===== config.mk =====
export PLATFORM = sky130hd
export DESIGN_NAME = kbrd_ctrl
export DESIGN_NICKNAME = d
export VERILOG_FILES = /design/src/rtl/core/kbrd_pkg.sv /design/src/rtl/core/kbrd_ctrl.sv
export SDC_FILE = /design/constraint.sdc
export NUM_CORES = 1
export LEC_CHECK = 0
export BUFFER_PORTS_ARGS = -buffer_cell sky130_fd_sc_hd__buf_2
export CORE_ASPECT_RATIO = 1.25
export CORE_MARGIN = 3
export CORE_UTILIZATION = 51
export DETAILED_ROUTE_END_ITERATION = 7
export GPL_TIMING_DRIVEN = 0
export PLACE_DENSITY_LB_ADDON = 0.3
export SLEW_MARGIN = 20
export SYNTH_ARGS = -nofsm -noshare
export SYNTH_HDL_FRONTEND = slang
export SYNTH_SLANG_ARGS = --single-unit
export TNS_END_PERCENT = 30

===== constraint.sdc =====
create_clock -name clk -period 2.2 [get_ports clk]
set_input_delay 0.66 -clock clk [delete_from_list [all_inputs] [get_ports clk]]
set_output_delay 0.66 -clock clk [all_outputs]
set_load 0.01 [all_outputs]

===== src/rtl/core/kbrd_pkg.sv =====
package kbrd_pkg;

  localparam int MAX_KMER    = 32;
  localparam int MAX_HASHES  = 8;
  localparam int FILTER_BITS = 1048576;
  localparam int NUM_PARTS   = 4;

  localparam logic [63:0] MUL_M = 64'hc6a4a7935bd1e995;
  localparam int          SHR_R = 47;

  localparam int CFG_IDX_W  = 3;
  localparam int CFG_DATA_W = 21;

  localparam logic [CFG_IDX_W-1:0] CFG_KMER_LEN    = 3'd0;
  localparam logic [CFG_IDX_W-1:0] CFG_KMER_STEP   = 3'd1;
  localparam logic [CFG_IDX_W-1:0] CFG_NUM_HASHES  = 3'd2;
  localparam logic [CFG_IDX_W-1:0] CFG_FILTER_BITS = 3'd3;
  localparam logic [CFG_IDX_W-1:0] CFG_NUM_PARTS   = 3'd4;

  localparam int OP_W = 5;
  localparam logic [OP_W-1:0] OP_NOP        = 5'd0;
  localparam logic [OP_W-1:0] OP_LOAD       = 5'd1;
  localparam logic [OP_W-1:0] OP_BASE       = 5'd2;
  localparam logic [OP_W-1:0] OP_EXTRACT    = 5'd3;
  localparam logic [OP_W-1:0] OP_CANON      = 5'd4;
  localparam logic [OP_W-1:0] OP_PART_NEXT  = 5'd5;
  localparam logic [OP_W-1:0] OP_SEED_CLR   = 5'd6;
  localparam logic [OP_W-1:0] OP_H_LEN      = 5'd7;
  localparam logic [OP_W-1:0] OP_H_SEED     = 5'd8;
  localparam logic [OP_W-1:0] OP_X_BLK      = 5'd9;
  localparam logic [OP_W-1:0] OP_X_SHR      = 5'd10;
  localparam logic [OP_W-1:0] OP_H_XOR      = 5'd11;
  localparam logic [OP_W-1:0] OP_H_BNEXT    = 5'd12;
  localparam logic [OP_W-1:0] OP_H_TAIL     = 5'd13;
  localparam logic [OP_W-1:0] OP_H_RES      = 5'd14;
  localparam logic [OP_W-1:0] OP_H_SHR      = 5'd15;
  localparam logic [OP_W-1:0] OP_H_RES_SHR  = 5'd16;
  localparam logic [OP_W-1:0] OP_MOD_START  = 5'd17;
  localparam logic [OP_W-1:0] OP_MEM_RD     = 5'd18;
  localparam logic [OP_W-1:0] OP_PART_HIT   = 5'd19;
  localparam logic [OP_W-1:0] OP_SEED_NEXT  = 5'd20;
  localparam logic [OP_W-1:0] OP_EMIT       = 5'd21;

  typedef struct packed {
    logic [OP_W-1:0] op;
    logic            mul_start;
    logic            mul_src_x;
  } cmd_t;

  typedef struct packed {
    logic trig;
    logic last;
    logic canon_done;
    logic part_done;
    logic part_hit;
    logic blk_more;
    logic rem_nz;
    logic mul_done;
    logic mod_done;
    logic probe_bit;
    logic seed_last;
    logic out_busy;
  } sts_t;

endpackage


===== src/rtl/core/kbrd_ctrl.sv =====
module kbrd_ctrl (
  input  logic           clk,
  input  logic           rst,
  input  logic           in_valid,
  input  logic           in_action,
  output logic           in_ready,
  input  kbrd_pkg::sts_t sts,
  output kbrd_pkg::cmd_t cmd
);
  import kbrd_pkg::*;

  localparam logic [4:0] S_IDLE    = 5'd0;
  localparam logic [4:0] S_TRIG    = 5'd1;
  localparam logic [4:0] S_CANON   = 5'd2;
  localparam logic [4:0] S_PART    = 5'd3;
  localparam logic [4:0] S_HLEN    = 5'd4;
  localparam logic [4:0] S_HLEN_W  = 5'd5;
  localparam logic [4:0] S_BLK     = 5'd6;
  localparam logic [4:0] S_B1      = 5'd7;
  localparam logic [4:0] S_B2      = 5'd8;
  localparam logic [4:0] S_B3      = 5'd9;
  localparam logic [4:0] S_TAIL    = 5'd10;
  localparam logic [4:0] S_TAIL_W  = 5'd11;
  localparam logic [4:0] S_FIN     = 5'd12;
  localparam logic [4:0] S_FIN_W   = 5'd13;
  localparam logic [4:0] S_MOD     = 5'd14;
  localparam logic [4:0] S_MOD_W   = 5'd15;
  localparam logic [4:0] S_BIT     = 5'd16;
  localparam logic [4:0] S_END     = 5'd17;

  logic [4:0] state;
  logic [4:0] state_next;

  assign in_ready = (state == S_IDLE);

  always_comb begin
    state_next = state;
    cmd        = '0;
    cmd.op     = OP_NOP;
    unique case (state)
      S_IDLE: begin
        if (in_valid) begin
          if (in_action) begin
            cmd.op     = OP_BASE;
            state_next = S_TRIG;
          end else begin
            cmd.op = OP_LOAD;
          end
        end
      end
      S_TRIG: begin
        if (sts.trig) begin
          cmd.op     = OP_EXTRACT;
          state_next = S_CANON;
        end else begin
          state_next = S_END;
        end
      end
      S_CANON: begin
        cmd.op = OP_CANON;
        if (sts.canon_done) begin
          state_next = S_PART;
        end
      end
      S_PART: begin
        if (sts.part_done) begin
          state_next = S_END;
        end else if (sts.part_hit) begin
          cmd.op = OP_PART_NEXT;
        end else begin
          cmd.op     = OP_SEED_CLR;
          state_next = S_HLEN;
        end
      end
      S_HLEN: begin
        cmd.op        = OP_H_LEN;
        cmd.mul_start = 1'b1;
        state_next    = S_HLEN_W;
      end
      S_HLEN_W: begin
        if (sts.mul_done) begin
          cmd.op     = OP_H_SEED;
          state_next = S_BLK;
        end
      end
      S_BLK: begin
        if (sts.blk_more) begin
          cmd.op        = OP_X_BLK;
          cmd.mul_start = 1'b1;
          cmd.mul_src_x = 1'b1;
          state_next    = S_B1;
        end else begin
          state_next = S_TAIL;
        end
      end
      S_B1: begin
        if (sts.mul_done) begin
          cmd.op        = OP_X_SHR;
          cmd.mul_start = 1'b1;
          cmd.mul_src_x = 1'b1;
          state_next    = S_B2;
        end
      end
      S_B2: begin
        if (sts.mul_done) begin
          cmd.op        = OP_H_XOR;
          cmd.mul_start = 1'b1;
          state_next    = S_B3;
        end
      end
      S_B3: begin
        if (sts.mul_done) begin
          cmd.op     = OP_H_BNEXT;
          state_next = S_BLK;
        end
      end
      S_TAIL: begin
        if (sts.rem_nz) begin
          cmd.op        = OP_H_TAIL;
          cmd.mul_start = 1'b1;
          state_next    = S_TAIL_W;
        end else begin
          state_next = S_FIN;
        end
      end
      S_TAIL_W: begin
        if (sts.mul_done) begin
          cmd.op     = OP_H_RES;
          state_next = S_FIN;
        end
      end
      S_FIN: begin
        cmd.op        = OP_H_SHR;
        cmd.mul_start = 1'b1;
        state_next    = S_FIN_W;
      end
      S_FIN_W: begin
        if (sts.mul_done) begin
          cmd.op     = OP_H_RES_SHR;
          state_next = S_MOD;
        end
      end
      S_MOD: begin
        cmd.op     = OP_MOD_START;
        state_next = S_MOD_W;
      end
      S_MOD_W: begin
        if (sts.mod_done) begin
          cmd.op     = OP_MEM_RD;
          state_next = S_BIT;
        end
      end
      S_BIT: begin
        state_next = S_PART;
        if (!sts.probe_bit) begin
          cmd.op = OP_PART_NEXT;
        end else if (sts.seed_last) begin
          cmd.op = OP_PART_HIT;
        end else begin
          cmd.op     = OP_SEED_NEXT;
          state_next = S_HLEN;
        end
      end
      S_END: begin
        if (!sts.last) begin
          state_next = S_IDLE;
        end else if (!sts.out_busy) begin
          cmd.op     = OP_EMIT;
          state_next = S_IDLE;
        end
      end
      default: state_next = S_IDLE;
    endcase
  end

  always_ff @(posedge clk) begin
    if (rst) begin
      state <= S_IDLE;
    end else begin
      state <= state_next;
    end
  end

endmodule


---- Word level (Yosys, flattened, before mapping) ----
Index checks and enable logic that the tools add are counted.
cells by class
  reductions and logical operators ........ 4
  equal/unequal tests ..................... 28
  mux-type cells .......................... 40
operators with widths
  operator                                                                number
  5-bit 2-to-1 mux                                                        23
  5-bit case mux with 18 select lines                                     1
  5-bit case mux with 17 select lines                                     1
  5-bit by 4-bit equality test with 1-bit output (second input constant)  8
  5-bit by 3-bit equality test with 1-bit output (second input constant)  4
  4-bit 2-to-1 mux                                                        4
  2-bit != test (second input constant)                                   8
  3-bit 2-to-1 mux                                                        4
  6-bit 2-to-1 mux                                                        2
  11-bit AND reduction                                                    1
  5-bit by 2-bit equality test with 1-bit output (second input constant)  2
  5-bit equality test (second input constant)                             2
  2-bit 2-to-1 mux                                                        3
  3-bit != test (second input constant)                                   2
  5-bit by 1-bit equality test with 1-bit output (second input constant)  1
  5-bit logical NOT                                                       1
  1-bit case mux with 5 select lines                                      1
  2-bit OR reduction                                                      2
  2-bit by 1-bit != test with 1-bit output (second input constant)        1
  1-bit case mux with 2 select lines                                      1
storage, ports and cells
  input bits .............................. 16
  register bits after elaboration ......... 5

---- Depth between registers and ports, before layout ----
  depth after elaboration ................. 4
  depth in mapped cells ................... 7
  gate-level depth less buffers ........... 5

---- Worst setup path after synthesis ----
No wires, ideal clock.
  kind .................................... register to output
  from .................................... register state[2]
  to ...................................... output port cmd[2] in the netlist's numbering
  path slack .............................. 0.005 ns
  arrival time ............................ 1.535 ns
  required time ........................... 1.540 ns
  cell stages (with the launch flop) ...... 6
  path buffers ............................ 1
  cells stage by stage .................... dfxtp_1 buf_2 or2_1 nor4_1 nand2_1 o211ai_1
RTL lines
  item                      RTL line          source
  start: declaration        kbrd_ctrl.sv:31   logic [4:0] state;
  start signal: assignment  kbrd_ctrl.sv:180  state <= state_next;
  end: declaration          kbrd_ctrl.sv:8    output kbrd_pkg::cmd_t cmd

==> reports/metrics.csv <==
stage;metric;value;unit
run_status;status;complete, but fails checks;
run_status;violations;setup timing;
power;leakagePower;0.528;nW
route;drc;0;
finish;largest_reg_flops;5;
route;antenna_left;0;
sta;period_share;107;%
sta;rsz0062_at_grt;true;
sta;relSlewSlack;78.4;%
clock_tree;cts_buffer_depth;2;
synthesis;synth_edf_count;0;
sta;final-max-slew-violation-count;0;
synthesis;ys_seq_area_share;11.9;%
synthesis;yosysWarnings;0;
placed_design;place.gp.congestion;0.942;
route;viasPerCell;7.02;
synthesis;synth.largest_area_cell;dfxtp_1;
synthesis;synthCells;134;
sta;tightest_slew;323;ps
job;maxCapViolations;0;
setup_path;cp_common_cell;buf_6;
grt;grt_overflow;0;
synthesis;synth_common_cells;17 x a21oi_1, 16 x nand2_1, 11 x nor2_1;
setup_path;critPathKind;reg -> out;
sta;fin_worst_skew;0.920;ps
placed_design;portBuffers;23;
synthesis;ys_ff_latch;5;
floorplan;die_area;0.00218;mm2
floorplan;fp-row-count;15;
clock_tree;numCtsBuffers;3;
sta;holdWs;652;ps
clock_tree;cts_tree;yes;
setup_path;critPathRequiredTime;1540;ps
finish;num-nets-final;186;
synthesis;ys.flop_type;dfxtp_1;
placed_design;place_hpwl;2110;um
clock_tree;hold_buffers;0;
grt;grt_use_total;31.0;%
clock_tree;clock_latency;240;ps
grt;antenna_found_initial;0;
placed_design;pre_cts_slack;-283;ps
setup_path;cpPeakStageDelay;330;ps
setup_path;slowest_stage;dfxtp_2;
hold_path;min_path_type;in -> reg;
floorplan;fp.dieH;51.5;um
route;routed_wl;3310;um
grt;grt_pass1_vias;1145;
finish;biggestRegsByFlops;state (5);
clock_tree;cts_sinks;5;
floorplan;core;0.00146;mm2
finish;largest-register;state;
sta;timing.fmax;0.425;GHz
route;vias;1305;
synthesis;synth_top_area_share;11.9;%
clock_tree;cts-htree-levels;1;
synthesis;netlist_top_cells_area;dfxtp_1 12%, a21oi_1 10%, nand2_1 7.1%, nand2b_1 5.9%, a311oi_1 5.2%;
floorplan;boundaryPins;24;
finish;utilization;82.5;%
synthesis;syn_area_per_cell;6.29;um2
route;wl_per_cell;17.8;um
synthesis;synth_area;843;um2
power;vdd_drop_max;0.573;mV
synthesis;synth_cell_types;41;
setup_path;arrival;1690;ps
sta;hold_viol;0;
placed_design;placed_area;980;um2
setup_path;path_cells;buf_6, buf_6, and4b_1, a21oi_2, nor3b_2, nor2_1, o221ai_1, buf_2;
finish;fin_area;0.00121;mm2
floorplan;initial_core_util;57.6;%
clock_tree;clk_pin_slew_worst_paths;40;ps
setup_path;end_kind;output port;
synthesis;syn_nets;150;
grt;grt_pass1_wl;5250;um
power;power;1.43;mW
sta;min_period;2350;ps
setup_path;worst-path-max-fanout;5;
power;power_density;1190;mW/mm2
synthesis;yosysMostFrequentCell;a21oi_1;
finish;area_growth;43.2;%
route;dr.pass1.iters;5;
setup_path;critPathLaunchType;flop;
finish;diodes;0;
finish;drive_above_1_share;39.1;%
sta;finalSetupViolCount;6;
sta;setup_ws;-153;ps
clock_tree;root_buffer;clkbuf_4;
floorplan;die_x;42.4;um
grt;grt_max_degree;11;
synthesis;ys_async_sr_fraction;0;%
route;drt-initial-drc-count;70;
-- kinds of logic (layout without fill, tap and decap cells) --
| group | after synthesis | in the layout | synth area share (%) |
|---|---|---|---|
| compound gates | 42 | 42 | 31.3 |
| buf+inv | 16 | 51 | 8.46 |
| flops | 5 | 5 | 11.9 |
| simple gates | 71 | 71 | 48.4 |
-- cell type report --
type,instances,area (um2)
Clock buffer,4,26.3
Timing Repair Buffer,32,180
Sequential cell,5,108
Buffer,10,101
Multi-Input combinational cell,113,752
Tap cell,17,21.3
Inverter,5,18.8
Fill cell,98,256
-- path summary, 6_finish.rpt --
kind	end	slack [ps]	depth (start not counted)	start
setup / recovery	cmd[5]	-150	8	state[3]
setup reg to reg	state[1]	470	6	state[2]
hold / removal	state[0]	650	2	rst
hold reg to reg	state[4]	750	3	state[0]
-- layout by cell type, fill, tap and decap left out, types with 2 or more instances in the layout --
cell / netlist / routed
nor2b_1: 3 / 2
nand2b_1: 8 / 7
buf_6: 0 / 7
buf_4: 1 / 10
buf_2: 6 / 24
dfxtp_2: 0 / 3
clkbuf_4: 0 / 4
nor2_2: 2 / 2
nand4_1: 6 / 6
nor2_1: 11 / 10
o22ai_1: 2 / 2
a21oi_1: 17 / 14
a21oi_2: 0 / 3
nand3b_1: 3 / 3
inv_1: 5 / 5
nor4_1: 3 / 2
nand2_1: 16 / 16
a311oi_1: 5 / 4
o211ai_1: 2 / 2
nand3_1: 4 / 4
o21ai_0: 8 / 8
-- power breakdown --
group          leakage [nW]  internal, mW  switching [mW]
sequential           0.0429         0.130          0.0421
clock                0.0150        0.0685          0.0362
combinational         0.470         0.509           0.648
total                 0.528         0.708           0.726
-- critical path: cells and delay by family, from the launching register on --
family                 cells  cell delay [ps]
and+or+nand+nor            3              600
DFF                        1              330
buffers and inverters      3              400
AOI/OAI and AO/OA          2              120
-- through the flow --
stage               TNS (ps)  instances
finish                  -694        186
global placement        -643        174
CTS                     -548        183
floorplan                  0        134
global route           -1200        186
detailed placement      -733        174
-- routing by layer --
layer  GRT usage (%)  share of wire [%]  wire, um  vias up
met2            53.6                 45      1480      128
met4            15.5                5.6       187        0
met5               0                  0         0        -
li1                -                  -         -      579
met3            5.28                 12       386       27
met1            36.3                 38      1260      571
-- what timing repair did --
item | in CTS | in global routing
gates resized for setup | 36 | 6
setup buffers | 4 | 3
cloned | 2 | 0
setup endpoints to repair | 7 | 7
pin swaps | 7 | 5
(Power assumes the default switching activity.)
